<file path="src/hdl/tpa_ram.sv">
// Simple dual-read, single-write synchronous RAM with registered read data.
`default_nettype none

module tpa_ram #(
    parameter int DATA_W = 8,
    parameter int ADDR_W = 4
) (
    input  wire logic              clk,
    input  wire logic              we,
    input  wire logic [ADDR_W-1:0] waddr,
    input  wire logic [DATA_W-1:0] wdata,
    input  wire logic [ADDR_W-1:0] raddr_a,
    input  wire logic [ADDR_W-1:0] raddr_b,
    output logic      [DATA_W-1:0] rdata_a,
    output logic      [DATA_W-1:0] rdata_b
);

    logic [DATA_W-1:0] mem [2**ADDR_W];
    logic [DATA_W-1:0] rd_a_reg;
    logic [DATA_W-1:0] rd_b_reg;

    always_ff @(posedge clk)
    begin
        if (we)
        begin
            mem[waddr] <= wdata;
        end
        rd_a_reg <= mem[raddr_a];
        rd_b_reg <= mem[raddr_b];
    end

    assign rdata_a = rd_a_reg;
    assign rdata_b = rd_b_reg;

endmodule

`default_nettype wire

</file>
<file path="config.mk">
export PLATFORM = sky130hd
export DESIGN_NAME = tpa_ram
export DESIGN_NICKNAME = d
export VERILOG_FILES = /design/src/hdl/tpa_ram.sv
export SDC_FILE = /design/constraint.sdc
export NUM_CORES = 1
export LEC_CHECK = 0
export BUFFER_PORTS_ARGS = -buffer_cell sky130_fd_sc_hd__buf_4
export CAP_MARGIN = 20
export CORE_ASPECT_RATIO = 0.6
export CORE_UTILIZATION = 30
export CTS_BUF_LIST = sky130_fd_sc_hd__clkbuf_8
export DETAILED_ROUTE_END_ITERATION = 7
export GPL_TIMING_DRIVEN = 0
export SLEW_MARGIN = 20
export SYNTH_ARGS = -nofsm -noshare
export SYNTH_HDL_FRONTEND = slang
export SYNTH_SLANG_ARGS = --single-unit
</file>
<file path="constraint.sdc">
create_clock -name clk -period 2.25 [get_ports clk]
set_clock_uncertainty 0.2 [all_clocks]
set_input_delay 0.1125 -clock clk [delete_from_list [all_inputs] [get_ports clk]]
set_output_delay 0.1125 -clock clk [all_outputs]
set_load 0.01 [all_outputs]
</file>
* Yosys cells after proc, flatten, opt, wreduce, memory -nomap -nowiden
Memory sizes are Yosys's and may differ from the RTL's. A register that Yosys moved wholly into a read port is not among the register bits.
Index checks and enable logic that the tools add are counted.
** Word-level totals
- Bits in registers :: 0
- Memory bits (writable) :: 128
- Bits of input ports :: 22
- Output and inout bits :: 16
- Logic and storage cells :: 3
- Memories kept :: 1
** Memory list
- mem :: depth 16, width 8, read ports 2, clocked after Yosys merged registers in 2, write ports 1, RTL line 18 : logic [DATA_W-1:0] mem [2**ADDR_W];
** Cells by class
- Multiplexer cells :: 2
** Operators with widths (number)
- 2-to-1 mux 1 bit :: 2

* Longest topological paths before layout
- Word-level depth :: 2
- Mapped depth :: 5
- Gate-level depth less buffers :: 3

* Worst setup path after synthesis
No wires, ideal clock.
- Path type :: input to register
- Start :: input waddr[2]
- End :: memory mem[0][0], enable pin
- Library setup time :: 383 ps
- Arrival :: 1222 ps
- Data required time :: 1667 ps
- Path slack :: 445 ps
- Cell stages on the path :: 2
- Buffers on the path :: 0
- Cells stage by stage :: or3b_2 > nor3_1
** RTL lines
- start, declared :: RTL line 10 : input wire logic [ADDR_W-1:0] waddr,
- end, declared :: RTL line 18
Straight into the memory's write port.

* Final worst setup path
- Start :: input we
- End :: memory mem[1][3], enable pin
** Between the ends
- Word-level cells in the longest chain between the ends :: 2
** RTL lines
- start, declared :: RTL line 9 : input wire logic we,
- 2-to-1 mux 1 bit :: RTL line 24 : if (we)
- 2-to-1 mux 1 bit (implied by the code) :: RTL line 26 : mem[waddr] <= wdata;
Every way passes these cells.

==> flow_summary.ini <==
[layout]
synthToLayoutAreaGrowth_pct = 19.5
num-fill-cells = 1867
drive_above_1_share_pct = 33.7
fin_util_pct = 37.2
final_common_cell = edfxtp_1
antenna_cells = 0
fin_nets = 407
layout.cells.non_filler = 671
final_cell_mix = edfxtp_1, buf_4, mux4_2

[yosys]
ys_types = 20
seq_area_frac_synth_pct = 65.6
ys_warn_count = 0
syn-num-nets = 329
synth.avg_cell_area_sq_um = 20.7
syn-cell-area_sq_um = 6350
synth_cells = 307
synth_seq_cells = 144

[detailed_routing]
num_vias = 3557
drt-pass1-iter-count = 4
ant_nets = 0
avgViaCountPerCell = 5.30
first_iter_violations = 281
detail_route.wirelength_microns = 15400
wire_per_inst_microns = 23.0
post-route-drc-count = 0

[worst_setup_path]
crit_family = simple AND/OR/NAND/NOR gates
path_cells = dlygate4sd3_1 > buf_4 > or3b_2 > nor2_1
cp-end-kind = register
arrival_ps = 2060
cp.required_ps = 2110
slowest_stage = nor2_1
cp_max_fo = 8
path_depth = 4
path_buf_inv = 2
slowest_delay_ps = 810
rr_worst_depth = 4
cp-start-kind = input pin
worstSetupPathType = input pin to register

[min_path]
hp-class = input pin to register
holdPathStages = 3

[floorplan]
dieArea_sq_um = 21800
core_sq_um = 20400
initial_core_util_pct = 31.2
ios = 38
die_y_microns = 115
num_rows = 40
die_w_microns = 190

[global_routing]
grt_pass1_vias = 3678
grt_max_degree = 17
grt_overflow_total = 0
antenna_found_initial = 0
grt_pass1_wl_microns = 22900
groute.usage.overall_pct = 15.0

[pwr]
fin_total_pwr_mw = 5.57
ir_worst_vdd_uv = 334
p_leak_nw = 2.57
power_density_nw_per_um2 = 734

[sta]
max_freq_ghz = 0.453
rsz0062_at_grt = no
hold_violations = 0
final.min_clock_period_ps = 2210
worst_pin_slew_ps = 1040
setup_viol = 0
relSlewSlack_pct = 30.3
fin_crit_sh_pct = 98.1
maxSlewViolCount = 0

[outcome]
outcome = completed

[clock_tree]
path_clk_slew_ps = 80
cts_root_buffer = clkbuf_8
cts_buffer_depth = 2
cts.repair.resized = 0
cts_buffers = 17
cts_tree = done
h-tree-depth = 4
cts_sinks = 144
clock_latency_ps = 440

[placement]
place_inst = 619
io_buffers = 35
gp_congestion = 0.781
detailed_place_hpwl_microns = 10800

[run]
maxCapViolations = 0
-- registers in the layout, indices dropped and copies added (netlist names) --
register  flops
rdata_b       8
mem         128
rdata_a       8
-- Yosys cell counts --
cell type | count | area share (%)
dfxtp_1 | 16 | 5.0
nand3b_1 | 2 | 0.24
and2_1 | 2 | 0.20
mux4_1 | 28 | 12
buf_6 | 6 | 1.1
and2b_1 | 2 | 0.24
buf_4 | 2 | 0.24
mux4_4 | 2 | 0.79
edfxtp_1 | 128 | 61
nor2b_1 | 2 | 0.20
or3b_2 | 1 | 0.14
nand2_1 | 17 | 1.0
nor2_1 | 14 | 0.83
nand2b_1 | 2 | 0.20
buf_2 | 6 | 0.47
nand3_1 | 1 | 0.079
clkdlybuf4s25_2 | 6 | 0.95
a22oi_1 | 32 | 3.8
mux4_2 | 34 | 12
nor3_1 | 4 | 0.32
-- final timing paths --
check / startpoint / endpoint / slack [ps]
setup reg to reg: mem[1][7] / rdata_a[7] / 190
hold / removal: waddr[2] / mem[3][6] / 4
hold reg to reg: mem[8][2] / rdata_b[2] / 520
setup / recovery: we / mem[1][3] / 40
-- timing repair --
action | CTS | global route
endpoints found under the hold margin | 135 | 0
setup buffers | 0 | 0
hold buffers | 19 | 0
-- metrics by stage --
step	setup TNS (ps)	worst slack [ps]	instance area [sq um]	hold slack, ps
floorplan	0	445	6350	11.4
global placement	-3690	-359	6950	204
detailed placement	0	47.3	7000	222
CTS	0	19.6	7570	29.0
global route	0	43.9	7580	0.988
finish	0	43.5	7580	3.81
-- cell families (layout without fill, tap and decap cells) --
kind of cell / Yosys count / in the layout / synth area share [%]
DFF: 144 / 144 / 65.6
muxes: 64 / 64 / 24.4
and+or+nand+nor: 47 / 47 / 3.43
AOI/OAI and AO/OA: 32 / 32 / 3.79
buffers and inverters: 20 / 111 / 2.72
-- metal layers --
metal	global-route usage (%)	wire length, microns	share of wire [%]
met1	22.1	7350	48
met4	3.23	68	0.44
met3	4.38	1280	8.3
met5	0	0	0
met2	21.9	6720	44
-- layout make-up --
class	instances	area (sq um)	share of cell area, %
Timing Repair Buffer	59	490	6.47
Tap cell	273	342	4.50
Clock buffer	17	234	3.09
Multi-Input combinational cell	143	2030	26.8
Clock inverter	15	148	1.95
Sequential cell	144	4160	54.9
Buffer	20	173	2.28
-- worst reg2reg max path, stage by stage (launching register included) --
cell,delay [ps]
edfxtp_1,400
mux4_1,510
dlygate4sd3_1,580
a22oi_1,180
nand2_1,80
-- where the power goes --
group	internal (mW)	switching [mW]
Combinational	0.262	0.273
Sequential	2.99	0.0284
Clock	0.909	1.11
Total	4.16	1.41
No activity file was read; power rests on OpenSTA's default activity.
