**config.mk**
```make
export PLATFORM = sky130hd
export DESIGN_NAME = tpa_ctrl
export DESIGN_NICKNAME = d
export VERILOG_FILES = /design/src/hdl/tpa_pkg.sv /design/src/hdl/tpa_ctrl.sv
export SDC_FILE = /design/constraint.sdc
export NUM_CORES = 1
export LEC_CHECK = 0
export BUFFER_PORTS_ARGS = -buffer_cell sky130_fd_sc_hd__clkbuf_2
export CAP_MARGIN = 20
export CORE_ASPECT_RATIO = 2
export CORE_MARGIN = 5
export CORE_UTILIZATION = 37
export DETAILED_ROUTE_END_ITERATION = 12
export SLEW_MARGIN = 10
export SYNTH_ARGS = -nofsm -noshare
export SYNTH_HDL_FRONTEND = slang
export SYNTH_SLANG_ARGS = --single-unit
```
**constraint.sdc**
```tcl
create_clock -name clk -period 28.9 [get_ports clk]
set_input_delay 8.67 -clock clk [delete_from_list [all_inputs] [get_ports clk]]
set_output_delay 8.67 -clock clk [all_outputs]
set_load 0.005 [all_outputs]
```
**src/hdl/tpa_pkg.sv**
```systemverilog
// Shared constants, record and configuration types, and slot arithmetic for the pair aligner.
`default_nettype none

package tpa_pkg;

    localparam int NUM_SOURCES = 4;
    localparam int DEPTH       = 16;

    localparam int SRC_IDX_W = (NUM_SOURCES > 1) ? $clog2(NUM_SOURCES) : 1;
    localparam int HEAD_W    = (DEPTH > 1) ? $clog2(DEPTH) : 1;
    localparam int COUNT_W   = $clog2(DEPTH + 1);
    localparam int ADDR_W    = $clog2(NUM_SOURCES * DEPTH);

    localparam int SRC_W      = 2;
    localparam int HANDLE_W   = 16;
    localparam int TIME_W     = 63;
    localparam int SEQ_W      = 32;
    localparam int DIFF_W     = 64;
    localparam int DROP_W     = 16;
    localparam int QDEPTH_W   = 5;
    localparam int THR_W      = 32;
    localparam int CFG_IDX_W  = 1;
    localparam int CFG_DATA_W = 32;
    localparam int S_TDATA_W  = 88;
    localparam int M_TDATA_W  = 192;

    localparam logic [CFG_IDX_W-1:0] CFG_QUEUE_DEPTH     = 1'b0;
    localparam logic [CFG_IDX_W-1:0] CFG_MATCH_THRESHOLD = 1'b1;

    localparam logic OP_PUSH = 1'b0;
    localparam logic OP_TAKE = 1'b1;

    localparam logic [QDEPTH_W-1:0] QUEUE_DEPTH_RESET     = 5'd4;
    localparam logic [THR_W-1:0]    MATCH_THRESHOLD_RESET = 32'd1000000;

    typedef struct packed {
        logic [TIME_W-1:0]   capture_time;
        logic [SEQ_W-1:0]    seq;
        logic [HANDLE_W-1:0] handle;
    } record_t;

    localparam int RECORD_W = $bits(record_t);

    typedef struct packed {
        logic [QDEPTH_W-1:0] queue_depth;
        logic [THR_W-1:0]    match_threshold;
    } cfg_t;

    // Reduces a slot sum below twice the queue size back into the ring.
    function automatic logic [HEAD_W-1:0] wrap_slot(input logic [COUNT_W:0] sum);
        logic [COUNT_W:0] r;
        if (sum >= (COUNT_W + 1)'(DEPTH))
        begin
            r = sum - (COUNT_W + 1)'(DEPTH);
        end
        else
        begin
            r = sum;
        end
        return r[HEAD_W-1:0];
    endfunction

    function automatic logic [ADDR_W-1:0] slot_addr(input logic [SRC_IDX_W-1:0] src,
                                                    input logic [HEAD_W-1:0] slot);
        logic [ADDR_W-1:0] base;
        base = ADDR_W'(src) * ADDR_W'(DEPTH);
        return base + ADDR_W'(slot);
    endfunction

endpackage

`default_nettype wire

```
**src/hdl/tpa_ctrl.sv**
```systemverilog
// Queue bookkeeping, push update, take sequencer and output register of the pair aligner.
`default_nettype none

module tpa_ctrl (
    input  wire logic                             clk,
    input  wire logic                             rst_n,
    input  wire tpa_pkg::cfg_t                    cfg,
    input  wire logic                             s_tvalid,
    output logic                                  s_tready,
    input  wire logic [tpa_pkg::S_TDATA_W-1:0]    s_tdata,
    input  wire logic [0:0]                       s_tuser,
    output logic                                  m_tvalid,
    input  wire logic                             m_tready,
    output logic      [tpa_pkg::M_TDATA_W-1:0]    m_tdata,
    output logic      [0:0]                       m_tuser,
    output logic                                  ram_we,
    output logic      [tpa_pkg::ADDR_W-1:0]       ram_waddr,
    output tpa_pkg::record_t                      ram_wdata,
    output logic      [tpa_pkg::ADDR_W-1:0]       ram_raddr_a,
    output logic      [tpa_pkg::ADDR_W-1:0]       ram_raddr_b,
    input  wire logic [tpa_pkg::RECORD_W-1:0]     ram_rdata_a,
    input  wire logic [tpa_pkg::RECORD_W-1:0]     ram_rdata_b
);

    import tpa_pkg::*;

    typedef enum logic [1:0] {
        ST_IDLE,
        ST_SCAN,
        ST_COMPARE,
        ST_FINISH
    } state_t;

    state_t state_reg, state_next;

    logic [HEAD_W-1:0]  head_reg  [NUM_SOURCES];
    logic [HEAD_W-1:0]  head_next [NUM_SOURCES];
    logic [COUNT_W-1:0] count_reg  [NUM_SOURCES];
    logic [COUNT_W-1:0] count_next [NUM_SOURCES];
    logic [SEQ_W-1:0]   seq_reg  [NUM_SOURCES];
    logic [SEQ_W-1:0]   seq_next [NUM_SOURCES];
    logic [DROP_W-1:0]  ovf_reg  [NUM_SOURCES];
    logic [DROP_W-1:0]  ovf_next [NUM_SOURCES];

    logic [SRC_IDX_W-1:0] a_reg, a_next;
    logic [SRC_IDX_W-1:0] b_reg, b_next;
    logic                 va_reg, va_next;
    logic                 vb_reg, vb_next;
    logic [DROP_W-1:0]    da_reg, da_next;
    logic [DROP_W-1:0]    db_reg, db_next;
    logic                 hit_reg, hit_next;
    record_t              hit_a_reg, hit_a_next;
    record_t              hit_b_reg, hit_b_next;
    logic [DIFF_W-1:0]    diff_reg, diff_next;

    logic                 m_valid_reg, m_valid_next;
    logic [M_TDATA_W-1:0] m_data_reg, m_data_next;
    logic                 m_user_reg, m_user_next;

    logic                 in_op;
    logic [SRC_W-1:0]     in_src;
    logic [SRC_W-1:0]     in_src2;
    logic [HANDLE_W-1:0]  in_handle;
    logic                 in_empty;
    logic [TIME_W-1:0]    in_time;
    logic                 src_ok;
    logic                 src2_ok;
    logic [SRC_IDX_W-1:0] p_idx;
    logic [SRC_IDX_W-1:0] p_idx2;

    logic [COUNT_W-1:0]   d_eff;
    logic [COUNT_W-1:0]   p_cnt;
    logic [COUNT_W-1:0]   p_pops;
    logic                 p_extra;
    logic [HEAD_W-1:0]    p_head_new;
    logic [COUNT_W-1:0]   p_cnt_kept;
    logic [HEAD_W-1:0]    p_slot;
    logic [DROP_W:0]      p_ovf_sum;
    logic [DROP_W-1:0]    p_ovf_sat;
    logic [SEQ_W-1:0]     p_seq;

    record_t              rec_a;
    record_t              rec_b;
    logic [TIME_W-1:0]    mag;
    logic                 is_match;
    logic [COUNT_W-1:0]   cnt_a;
    logic [COUNT_W-1:0]   cnt_b;

    assign in_op     = s_tuser[0];
    assign in_src    = s_tdata[1:0];
    assign in_src2   = s_tdata[3:2];
    assign in_handle = s_tdata[19:4];
    assign in_empty  = s_tdata[20];
    assign in_time   = s_tdata[83:21];

    assign src_ok  = 32'(in_src) < 32'(NUM_SOURCES);
    assign src2_ok = 32'(in_src2) < 32'(NUM_SOURCES);
    assign p_idx   = SRC_IDX_W'(in_src);
    assign p_idx2  = SRC_IDX_W'(in_src2);

    // Overflow trimming of a push is done in closed form: every record beyond depth minus one
    // leaves the head at once, and a zero depth also drops the new record.
    assign d_eff = (32'(cfg.queue_depth) > 32'(DEPTH)) ? COUNT_W'(DEPTH)
                                                       : COUNT_W'(cfg.queue_depth);
    assign p_cnt = count_reg[p_idx];

    always_comb
    begin
        if (d_eff == '0)
        begin
            p_pops  = p_cnt;
            p_extra = 1'b1;
        end
        else if (p_cnt >= d_eff)
        begin
            p_pops  = p_cnt + COUNT_W'(1) - d_eff;
            p_extra = 1'b0;
        end
        else
        begin
            p_pops  = '0;
            p_extra = 1'b0;
        end
    end

    assign p_head_new = wrap_slot((COUNT_W + 1)'(head_reg[p_idx]) + (COUNT_W + 1)'(p_pops));
    assign p_cnt_kept = p_cnt - p_pops;
    assign p_slot     = wrap_slot((COUNT_W + 1)'(p_head_new) + (COUNT_W + 1)'(p_cnt_kept));
    assign p_ovf_sum  = (DROP_W + 1)'(ovf_reg[p_idx]) + (DROP_W + 1)'(p_pops)
                      + (DROP_W + 1)'(p_extra);
    assign p_ovf_sat  = p_ovf_sum[DROP_W] ? '1 : p_ovf_sum[DROP_W-1:0];
    assign p_seq      = seq_reg[p_idx] + SEQ_W'(1);

    assign rec_a    = ram_rdata_a;
    assign rec_b    = ram_rdata_b;
    assign mag      = (rec_a.capture_time >= rec_b.capture_time)
                    ? rec_a.capture_time - rec_b.capture_time
                    : rec_b.capture_time - rec_a.capture_time;
    assign is_match = (mag[TIME_W-1:THR_W] == '0) && (mag[THR_W-1:0] <= cfg.match_threshold);
    assign cnt_a    = count_reg[a_reg];
    assign cnt_b    = count_reg[b_reg];

    assign ram_raddr_a = slot_addr(a_reg, head_reg[a_reg]);
    assign ram_raddr_b = slot_addr(b_reg, head_reg[b_reg]);
    assign ram_waddr   = slot_addr(p_idx, p_slot);

    always_comb
    begin
        state_next   = state_reg;
        head_next    = head_reg;
        count_next   = count_reg;
        seq_next     = seq_reg;
        ovf_next     = ovf_reg;
        a_next       = a_reg;
        b_next       = b_reg;
        va_next      = va_reg;
        vb_next      = vb_reg;
        da_next      = da_reg;
        db_next      = db_reg;
        hit_next     = hit_reg;
        hit_a_next   = hit_a_reg;
        hit_b_next   = hit_b_reg;
        diff_next    = diff_reg;
        m_valid_next = m_valid_reg;
        m_data_next  = m_data_reg;
        m_user_next  = m_user_reg;
        ram_we       = 1'b0;
        ram_wdata    = '{capture_time: in_time, seq: p_seq, handle: in_handle};

        if (m_valid_reg && m_tready)
        begin
            m_valid_next = 1'b0;
        end

        case (state_reg)
            ST_IDLE:
            begin
                if (s_tvalid)
                begin
                    if (in_op == OP_PUSH)
                    begin
                        if (src_ok && !in_empty)
                        begin
                            seq_next[p_idx]   = p_seq;
                            head_next[p_idx]  = p_head_new;
                            count_next[p_idx] = (d_eff == '0) ? '0
                                              : p_cnt_kept + COUNT_W'(1);
                            ovf_next[p_idx]   = p_ovf_sat;
                            ram_we            = (d_eff != '0);
                        end
                    end
                    else
                    begin
                        a_next   = p_idx;
                        b_next   = p_idx2;
                        va_next  = src_ok;
                        vb_next  = src2_ok;
                        da_next  = src_ok ? ovf_reg[p_idx] : '0;
                        db_next  = src2_ok ? ovf_reg[p_idx2] : '0;
                        hit_next = 1'b0;
                        if (src_ok)
                        begin
                            ovf_next[p_idx] = '0;
                        end
                        if (src2_ok)
                        begin
                            ovf_next[p_idx2] = '0;
                        end
                        state_next = ST_SCAN;
                    end
                end
            end

            ST_SCAN:
            begin
                if (va_reg && vb_reg && (cnt_a != '0) && (cnt_b != '0))
                begin
                    state_next = ST_COMPARE;
                end
                else
                begin
                    state_next = ST_FINISH;
                end
            end

            ST_COMPARE:
            begin
                if (is_match)
                begin
                    hit_next   = 1'b1;
                    hit_a_next = rec_a;
                    hit_b_next = rec_b;
                    diff_next  = {1'b0, rec_a.capture_time} - {1'b0, rec_b.capture_time};
                    head_next[a_reg]  = wrap_slot((COUNT_W + 1)'(head_reg[a_reg])
                                                  + (COUNT_W + 1)'(1));
                    count_next[a_reg] = cnt_a - COUNT_W'(1);
                    if (b_reg != a_reg)
                    begin
                        head_next[b_reg]  = wrap_slot((COUNT_W + 1)'(head_reg[b_reg])
                                                      + (COUNT_W + 1)'(1));
                        count_next[b_reg] = cnt_b - COUNT_W'(1);
                    end
                    state_next = ST_FINISH;
                end
                else if (rec_a.capture_time < rec_b.capture_time)
                begin
                    head_next[a_reg]  = wrap_slot((COUNT_W + 1)'(head_reg[a_reg])
                                                  + (COUNT_W + 1)'(1));
                    count_next[a_reg] = cnt_a - COUNT_W'(1);
                    da_next           = (da_reg == '1) ? da_reg : da_reg + DROP_W'(1);
                    state_next        = ST_SCAN;
                end
                else
                begin
                    head_next[b_reg]  = wrap_slot((COUNT_W + 1)'(head_reg[b_reg])
                                                  + (COUNT_W + 1)'(1));
                    count_next[b_reg] = cnt_b - COUNT_W'(1);
                    db_next           = (db_reg == '1) ? db_reg : db_reg + DROP_W'(1);
                    state_next        = ST_SCAN;
                end
            end

            ST_FINISH:
            begin
                if (!m_valid_reg || m_tready)
                begin
                    m_valid_next = 1'b1;
                    m_user_next  = hit_reg;
                    if (hit_reg)
                    begin
                        m_data_next = {db_reg, da_reg, diff_reg, hit_b_reg.seq, hit_a_reg.seq,
                                       hit_b_reg.handle, hit_a_reg.handle};
                    end
                    else
                    begin
                        m_data_next = {db_reg, da_reg, (M_TDATA_W - 2 * DROP_W)'(0)};
                    end
                    state_next = ST_IDLE;
                end
            end

            default:
            begin
                state_next = ST_IDLE;
            end
        endcase
    end

    always_ff @(posedge clk or negedge rst_n)
    begin
        if (!rst_n)
        begin
            state_reg   <= ST_IDLE;
            m_valid_reg <= 1'b0;
            va_reg      <= 1'b0;
            vb_reg      <= 1'b0;
            hit_reg     <= 1'b0;
            for (int i = 0; i < NUM_SOURCES; i++)
            begin
                head_reg[i]  <= '0;
                count_reg[i] <= '0;
                seq_reg[i]   <= '0;
                ovf_reg[i]   <= '0;
            end
        end
        else
        begin
            state_reg   <= state_next;
            m_valid_reg <= m_valid_next;
            va_reg      <= va_next;
            vb_reg      <= vb_next;
            hit_reg     <= hit_next;
            head_reg    <= head_next;
            count_reg   <= count_next;
            seq_reg     <= seq_next;
            ovf_reg     <= ovf_next;
        end
    end

    always_ff @(posedge clk)
    begin
        a_reg      <= a_next;
        b_reg      <= b_next;
        da_reg     <= da_next;
        db_reg     <= db_next;
        hit_a_reg  <= hit_a_next;
        hit_b_reg  <= hit_b_next;
        diff_reg   <= diff_next;
        m_data_reg <= m_data_next;
        m_user_reg <= m_user_next;
    end

    assign s_tready = (state_reg == ST_IDLE);
    assign m_tvalid = m_valid_reg;
    assign m_tdata  = m_data_reg;
    assign m_tuser  = m_user_reg;

endmodule

`default_nettype wire

```
# Yosys cells after proc, flatten, opt, wreduce, memory -nomap -nowiden
# Cells that the tools add are included.
# totals
ff_bits,622
output_inout_bits,325
elab_cells,255
# op_classes
addsub,25
magnitude_cmp,17
eq_ne,18
n_mux,126
n_bitwise,10
n_reduce_logical,27
# op_table
operator,n
$mux W16,23
$mux W64,5
$and A64 B64 Y64,2
$bwmux W128,1
$not A64 Y64,2
$sub A63 B63 Y63,2
$mux W20,6
$mux W32,3
$mux W4,24
$pmux W16 S2,3
$bwmux W16,5
$bwmux W20,4
$mux W5,13
$bmux W16 S2,2
$bmux W32 S2,1
$bwmux W64,1
$demux W16 S2,2
$demux W32 S2,1
$sub A63 B63 Y64,1
$ge A63 B63 Y1,1
$lt A63 B63 Y1,1
$mux W63,1
$pmux W20 S2,1
$add A16 B1 Y16 const B,2
45 further kinds,116

# Depth between registers and ports, before layout
# Gate-level depths: netlist (run 1).
# depth
ltp_word,16
mapped_depth,32

# Worst setup path before layout (run 1)
# Ideal clock, no wire load.
# synth_timing
path_kind,in2out
start,input s_tdata[0] in the netlist's numbering
end,output ram_waddr[3] in the netlist's numbering
arrival_ns,14.792
slack_ns,5.438
cell_stages,23
path_buffers,7
cell_sequence,clkbuf_1 buf_2 buf_1 buf_2 buf_2 buf_2 buf_1 mux4_2 ha_1 nand2b_1 a21o_1 a21o_1 a31oi_1 nor2_1 a22o_1 ha_1 fa_1 inv_1 ha_1 a21o_1 a21oi_1 xor2_1 xnor2_1
# synth_via
elab_chain_cells,15
word_cells_on_any_way,22
classes_between,8 x add/sub; 3 x order compare; 10 x mux; 1 x bitwise
# synth_lines
item,line,source
from (decl),tpa_ctrl.sv:10,"input wire logic [tpa_pkg::S_TDATA_W-1:0] s_tdata,"
$not A2 Y3 (implied by the code) *,"tpa_ctrl.sv:105, tpa_ctrl.sv:126",
$bmux W5 S2,tpa_ctrl.sv:105,assign p_cnt = count_reg[p_idx];
$mux W5 (implied by the code) (2 in a row),tpa_ctrl.sv:105,
$add A5 B1 Y5,tpa_ctrl.sv:116,p_pops = p_cnt + COUNT_W'(1) - d_eff;
$sub A5 B5 Y5,tpa_ctrl.sv:116,
$mux W5,tpa_ctrl.sv:114,else if (p_cnt >= d_eff)
$mux W5,tpa_ctrl.sv:109,if (d_eff == '0)
$add A4 B5 Y6,tpa_ctrl.sv:126,assign p_head_new = wrap_slot((COUNT_W + 1)'(head_reg[p_idx]) + (COUNT_W + 1)'(p_pops));
$ge A6 B5 Y1 / $sub A4 B1 Y4 (equally long branches),"tpa_pkg.sv:52, tpa_pkg.sv:54",
$mux W4,tpa_pkg.sv:52,if (sum >= (COUNT_W + 1)'(DEPTH))
$add A4 B5 Y6 *,tpa_ctrl.sv:128,assign p_slot = wrap_slot((COUNT_W + 1)'(p_head_new) + (COUNT_W + 1)'(p_cnt_kept));
$ge A6 B5 Y1 / $sub A4 B1 Y4 (equally long branches),"tpa_pkg.sv:52, tpa_pkg.sv:54",
$mux W4 *,tpa_pkg.sv:52,
$add A6 B4 Y6 *,tpa_pkg.sv:67,return base + ADDR_W'(slot);
to (decl),tpa_ctrl.sv:17,"output logic [tpa_pkg::ADDR_W-1:0] ram_waddr,"
# Mark *: on every way between the ends. The rest lies on a longest branch, timed or not. The select of a mux whose other input is x is not followed.

# Worst setup path in the final report (run 1)
# Ends and elaborated chain as after synthesis.

==> flow_summary.toml, run 1 <==
[die]
core_area_mm2 = 0.104
start_util = 0.373
die_height_um = 467
rows = 167
fp.dieArea_mm2 = 0.111
ios = 677
die_x_um = 238

[detailed_routing]
dr.pass1.iters = 8
drt.antenna.violating_nets = 0
detail_route.wl_per_cell_um = 25.5
drt-total-wl_um = 143000
drtIter0Drc = 2081
vias = 31400
via_per_inst = 5.59
drc_errors = 0

[worst_setup_path]
crit_path_max_fanout = 15
crit_arrival_ns = 13.16
max_stage_delay_ns = 0.61
cp_common_cell = "a21o_1"
worstSetupEndpointType = "output pin"
crit_slowest_cell = "mux4_2"
cp-start-kind = "input pin"
worstSetupPathType = "input pin to output pin"
crit_chain = "buf_4 -> mux4_2 -> ha_1 -> nand2b_1 -> a21o_1 -> a21o_1 -> a31oi_1 -> nor2_1 -> a22o_1 -> inv_1 -> fa_1 -> inv_1 -> ha_1 -> a21o_1 -> a21oi_1 -> xor2_1 -> xnor2_1 -> clkbuf_2"
r2r_cells = 19
cp.required_ns = 20.23

[power]
power.leakage_nw = 18.3
power_frac_clock = 0.245
comb_power_share = 0.394
vdd_ir_drop_max_v = 0.0000680
switching_share = 0.388
power.density_mw_per_mm2 = 76.6
power_frac_seq = 0.361
p_int_mw = 2.05
switching_power_mw = 1.30

[layout]
drive_gt1_frac = 0.189
final_common_cell = "clkbuf_2"
fin_util = 0.423
final_cell_mix = "clkbuf_2 (512), nand2_1 (481), edfxtp_1 (389)"
fillerInstances = 10200
largest_reg_flops = 192
nets = 4768
syn_to_final_growth_pct = 13.5

[placement]
pre_cts_slack_ns = 7.09
port_buffers = 514
dp.final_hpwl_um = 110000
gp_congestion = 1.04

[timing]
finalSetupTns_ns = 0
timing.slew.headroom = 0.0226
setup_viol = 0
max_clock_freq_ghz = 0.0458
min_period_ns = 21.83
fin_ws_ns = 7.07
drv_slew = 0
final-hold-violation-count = 0
clock_skew_ns = 0.0221
worst_slew_pin_slew_ns = 1.47
finalCritPeriodShare = 0.755
rsz0062_at_grt = "false"

[yosys]
netlist.area_leader.share = 0.303
synth_edf_count = 389
ys_ff_latch = 622
ys.flop_type = "edfxtp_1"
synthTopCellsByArea = "edfxtp_1 (30%), dfrtp_1 (15%), ha_1 (6.2%), mux4_2 (5.3%), nand2_1 (4.7%)"
netlist_area_mm2 = 0.0386
ys_warn_count = 0
synthCells = 3872
syn_avg_cell_area_um2 = 9.97
synth_top_area_cell = "edfxtp_1"
yosysSeqAreaShare = 0.454
synth_cell_types = 88
synth.net_count = 4424
async_reset_ff_frac = 0.375

[cts]
ctsResizeCount = 0
cts_tree = "done"
clock_latency_ns = 0.64
clkSinkCount = 622
cts_made_buffers = 61
post-cts-setup-buffer-count = 0
cts_root_buffer = "clkbuf_16"
clk_path_buf_depth = 3
ctsHoldBuffers = 0
clk_pin_slew_ns = 0.07
htree_levels = 2

[global_route]
gr-total-overflow = 0
antenna_found_initial = 5
grtUsageTotal = 0.248
grt_pass1_wl_um = 207000
grt_max_degree = 164
grt_pass1_vias = 32000

[min_path]
whs_path_depth = 0
worstHoldPathType = "flip-flop to flip-flop"

[run]
maxCapViolations = 0

[status]
status = "completed"
-- cell usage after synthesis, drive strengths merged (28+ instances only) --
master / instances
mux2i: 40
a21o: 43
ha: 191
xor2: 105
buf: 155
o21a: 36
nor2: 243
inv: 257
nor3: 33
a211oi: 31
clkbuf: 120
a31oi: 59
edfxtp: 389
o21ai: 352
nand4: 64
dfrtp: 233
nand3: 68
nand2: 488
mux4: 91
a22o: 28
a21oi: 266
xnor2: 104
and2: 177
-- stage by stage --
step | instance area [um2] | total power [mW] | cells | hold WS (ns)
2_1_floorplan | 38600 | 2.06 | 3872 | 0.423
3_3_place_gp | 41800 | 2.52 | 5501 | 0.436
3_5_place_dp | 41800 | 2.53 | 5502 | 0.443
4_1_cts | 43800 | 3.37 | 5615 | 0.461
5_1_grt | 43800 | 3.54 | 5619 | 0.481
6_report | 43800 | 3.36 | 5621 | 0.456
-- final cells by class --
type	count	area [um2]	area share
tap	1352	1690	0.0386
clock buffer	71	1560	0.0357
inverter	257	965	0.0220
sequential	622	17500	0.400
clock inverter	42	449	0.0102
timing repair buffer	556	2940	0.0671
multi-input combinational	2718	18700	0.427
antenna	3	7.51	0.000171
-- routing by layer --
metal | wire (um) | up-vias | track usage
met3 | 9100 | 524 | 0.0435
met2 | 72100 | 1394 | 0.444
met1 | 48700 | 15100 | 0.253
li1 | - | 14400 | -
met5 | 0 | - | 0
met4 | 13600 | 0 | 0.191
-- worst max-delay path, delay by kind of cell --
family / cells / cell delay, ns
mux: 1 / 0.61
fa+ha+maj: 3 / 1.08
compound gates: 6 / 1.21
xor+xnor: 2 / 0.32
simple gates: 2 / 0.26
buf+inv: 4 / 0.96
-- logic make-up (layout without fill, tap and decap cells) --
logic type                 Yosys count  in the layout  synth area share
adders and majority gates          200            200            0.0666
and+or+nand+nor                   1194           1194             0.145
DFF                                622            622             0.454
muxes                              138            138            0.0655
buffers and inverters              532            926            0.0642
xor gates and xnor gates           209            209            0.0474
other                                0              3                 0
AOI/OAI and AO/OA                  977            977             0.158
-- power groups by stage --
| stage | clock network [mW] | logic [mW] | registers [mW] |
|---|---|---|---|
| 2_1_floorplan | 0 | 0.831 | 1.23 |
| 3_3_place_gp | 0 | 1.30 | 1.22 |
| 3_5_place_dp | 0 | 1.31 | 1.23 |
| 4_1_cts | 0.850 | 1.31 | 1.21 |
| 5_1_grt | 0.881 | 1.43 | 1.23 |
| 6_report | 0.821 | 1.32 | 1.21 |
-- path summary, 6_finish.rpt --
| kind | startpoint | to | slack [ns] |
|---|---|---|---|
| max in group asynchronous | rst_n | seq_reg[90] | 19.45 |
| min in group asynchronous | rst_n | ovf_reg[28] | 8.06 |
| max | s_tdata[0] | ram_waddr[3] | 7.07 |
| min | da_reg[10] | m_tdata[170] | 0.46 |
| max reg2reg | count_reg[15] | ovf_reg[9] | 23.56 |
| min reg2reg | da_reg[10] | m_tdata[170] | 0.46 |
(Power assumes the default switching activity.)
==> run 2, diff against run 1 <==
--- a/config.mk
+++ b/config.mk
@@ -5,6 +5,7 @@
 export SDC_FILE = /design/constraint.sdc
 export NUM_CORES = 1
 export LEC_CHECK = 0
+export ABC_AREA = 1
 export BUFFER_PORTS_ARGS = -buffer_cell sky130_fd_sc_hd__clkbuf_2
 export CAP_MARGIN = 20
 export CORE_ASPECT_RATIO = 2
==> constraint.sdc (replaced) <==
create_clock -name clk -period 21.2 [get_ports clk]
set_input_delay 6.36 -clock clk [delete_from_list [all_inputs] [get_ports clk]]
set_output_delay 6.36 -clock clk [all_outputs]
set_load 0.005 [all_outputs]
==> flow_summary.toml, run 2 <==
[global_route]
grtUsageTotal = 0.269
gr-total-overflow = 0
antenna_found_initial = 7
grt_use_met3 = 0.0562
grt_pass1_wl_um = 239000
grt_max_degree = 99
grt_pass1_vias = 37700
grt_most_used_layer = "met2"
met1_usage = 0.268
use_met2 = 0.485

[yosys]
synthMuxAreaShare = 0.000963
synth-xor-area-share = 0.0299
synthTopCellsByArea = "edfxtp_1 (28%), nand2_1 (17%), dfrtp_1 (14%), inv_1 (9.7%), ha_1 (5.7%)"
synth_cell_types = 51
synthCells = 5657
netlist.area_leader.share = 0.281
yosys.area_share.simple = 0.246
synth_top_area_cell = "edfxtp_1"
ys_warn_count = 0
synth_compound_area_frac = 0.105
ys.flop_type = "edfxtp_1"
ys_ff_latch = 622
synth_top_family_by_area = "simple AND/OR/NAND/NOR gates"
yosysSeqAreaShare = 0.421
syn_avg_cell_area_um2 = 7.35
async_reset_ff_frac = 0.375
netlist_area_mm2 = 0.0416
synthAdderAreaFrac = 0.0618
yosysMostFrequentCell = "nand2_1"
synth_common_cells = "nand2_1 (1849), inv_1 (1079), edfxtp_1 (389)"
synth_edf_count = 389
synth.net_count = 6209

[timing]
finalSetupTns_ns = 0
finalCritPeriodShare = 0.847
max_clock_freq_ghz = 0.0557
rsz0062_at_grt = "false"
timing.slew.headroom = 0.177
min_period_ns = 17.95
drv_slew = 0
setup_viol = 0
worst_slew_pin_slew_ns = 1.23
final-hold-violation-count = 0
clock_skew_ns = 0.0158

[die]
core_area_mm2 = 0.112
fp.dieArea_mm2 = 0.120
die_x_um = 247
start_util = 0.371
rows = 174
die_height_um = 484
ios = 677

[worst_setup_path]
rr_startpoint = "count_reg[16]"
crit_path_max_fanout = 22
r2r_cells = 23
setup.worst_path.start = "s_tdata[0]"
crit_arrival_ns = 11.59
cp.required_ns = 14.84
worstSetupPathType = "input pin to output pin"
worstSetupEndpointType = "output pin"
cp-start-kind = "input pin"

[cts]
htree_levels = 2
clock_latency_ns = 0.68
clk_path_buf_depth = 3
clk_pin_slew_ns = 0.06
cts_tree = "done"
ctsResizeCount = 0
cts_root_buffer = "clkbuf_16"
cts_made_buffers = 59
ctsHoldBuffers = 0
clkSinkCount = 622
post-cts-setup-buffer-count = 0

[min_path]
worstHoldStart = "db_reg[10]"
whs_path_depth = 0
worstHoldPathType = "flip-flop to flip-flop"

[placement]
gp_congestion = 1.08
port_buffers = 514
dp.final_hpwl_um = 133000
dp.cells = 7470

[layout]
final_common_cell = "nand2_1"
largest_reg_flops = 192
final_cell_mix = "nand2_1 (1847), inv_1 (1078), clkbuf_2 (515)"
syn_to_final_growth_pct = 13.6
drive_gt1_frac = 0.126
finalNonFillerCells = 7585
fillerInstances = 11600
nets = 6589

[detailed_routing]
drc_errors = 0
via_per_inst = 5.06
detail_route.wl_per_cell_um = 22.0
drt.antenna.violating_nets = 0
vias = 38400
drtIter0Drc = 2789
dr.pass1.iters = 6
drt-total-wl_um = 167000

[run]
maxCapViolations = 0

[power]
power.leakage_nw = 24.4
power.density_mw_per_mm2 = 104
vdd_ir_drop_max_v = 0.000102

[status]
status = "completed"
==> run 2: cell count changes in the layout (fill, tap and decap cells not counted), moves of 36 or more <==
cell,change
a21o_1,-42
a21oi_1,-63
a31oi_1,-51
and2_1,-170
inv_1,+821
inv_2,+45
mux2i_1,-36
mux4_2,-91
nand2_1,+1366
nand3_1,+160
nor2_1,+127
o21ai_0,-100
o22ai_1,+146
xnor2_1,-48
==> run 2: per-layer routing <==
| layer | routed length, um | vias to the layer above |
|---|---|---|
| met1 | 54900 | 17800 |
| met4 | 15700 | 2 |
| li1 | - | 18400 |
| met2 | 83400 | 1632 |
| met5 | 37 | - |
| met3 | 13000 | 527 |
==> run 2: layout make-up <==
| type | instances | area (um2) | share of cell area |
|---|---|---|---|
| Clock inverter | 25 | 293 | 0.00620 |
| Inverter | 1136 | 4260 | 0.0903 |
| Tap cell | 1496 | 1870 | 0.0396 |
| Antenna cell | 1 | 2.50 | 0.0000530 |
| Clock buffer | 87 | 1770 | 0.0374 |
| Sequential cell | 622 | 17500 | 0.371 |
| Multi-Input combinational cell | 3652 | 18500 | 0.392 |
| Timing Repair Buffer | 566 | 3000 | 0.0635 |
==> run 2: final timing paths <==
| check | slack [ns] | end |
|---|---|---|
| max | 3.25 | ram_waddr[3] |
| min reg2reg | 0.45 | m_tdata[186] |
| min | 0.45 | m_tdata[186] |
| max reg2reg | 15.65 | ovf_reg[56] |
| min in group asynchronous | 5.69 | head_reg[7] |
| max in group asynchronous | 13.43 | ovf_reg[11] |
==> run 2: critical path, stage by stage <==
cell      delay, ns
clkbuf_2       0.15
inv_1          0.08
nand2_1        0.06
buf_4          0.22
inv_2          0.27
a21oi_1        0.22
o21a_1         0.28
inv_1          0.12
ha_1           0.28
inv_1          0.05
o21bai_1       0.17
a21oi_1        0.11
o21bai_1       0.38
nand3_1        0.11
o21ai_0        0.10
buf_4          0.20
ha_1           0.16
inv_1          0.06
fa_1           0.37
xnor2_1        0.63
ha_1           0.41
a21oi_1        0.14
o21ai_0        0.12
xnor2_1        0.21
xnor2_1        0.16
clkbuf_2       0.15
==> run 2: kinds of logic (layout without fill, tap and decap cells) <==
family,count (synthesis),after routing
AOI/OAI and AO/OA,742,742
xor gates and xnor gates,142,142
adders and majority gates,200,200
buffers and inverters,1383,1814
DFF,622,622
muxes,4,4
other,0,1
and+or+nand+nor,2564,2564
==> run 2: through the flow <==
stage | area, um2 | util | power (mW) | setup WS, ns | hold WS [ns]
after floorplan | 41600 | - | 3.03 | 4.38 | 0.423
after global placement | 45100 | 0.402 | 3.77 | 3.20 | 0.433
after detailed placement | 45100 | 0.402 | 3.79 | 3.23 | 0.438
after CTS | 47200 | 0.421 | 4.94 | 3.20 | 0.454
after global routing | 47200 | 0.421 | 5.23 | 2.83 | 0.468
final | 47200 | 0.421 | 4.92 | 3.25 | 0.453
==> run 2: power breakdown <==
| part | switching, mW | internal, mW | leakage (nW) |
|---|---|---|---|
| combinational | 1.37 | 0.666 | 16.9 |
| sequential | 0.152 | 1.61 | 6.58 |
| clock | 0.506 | 0.622 | 1.01 |
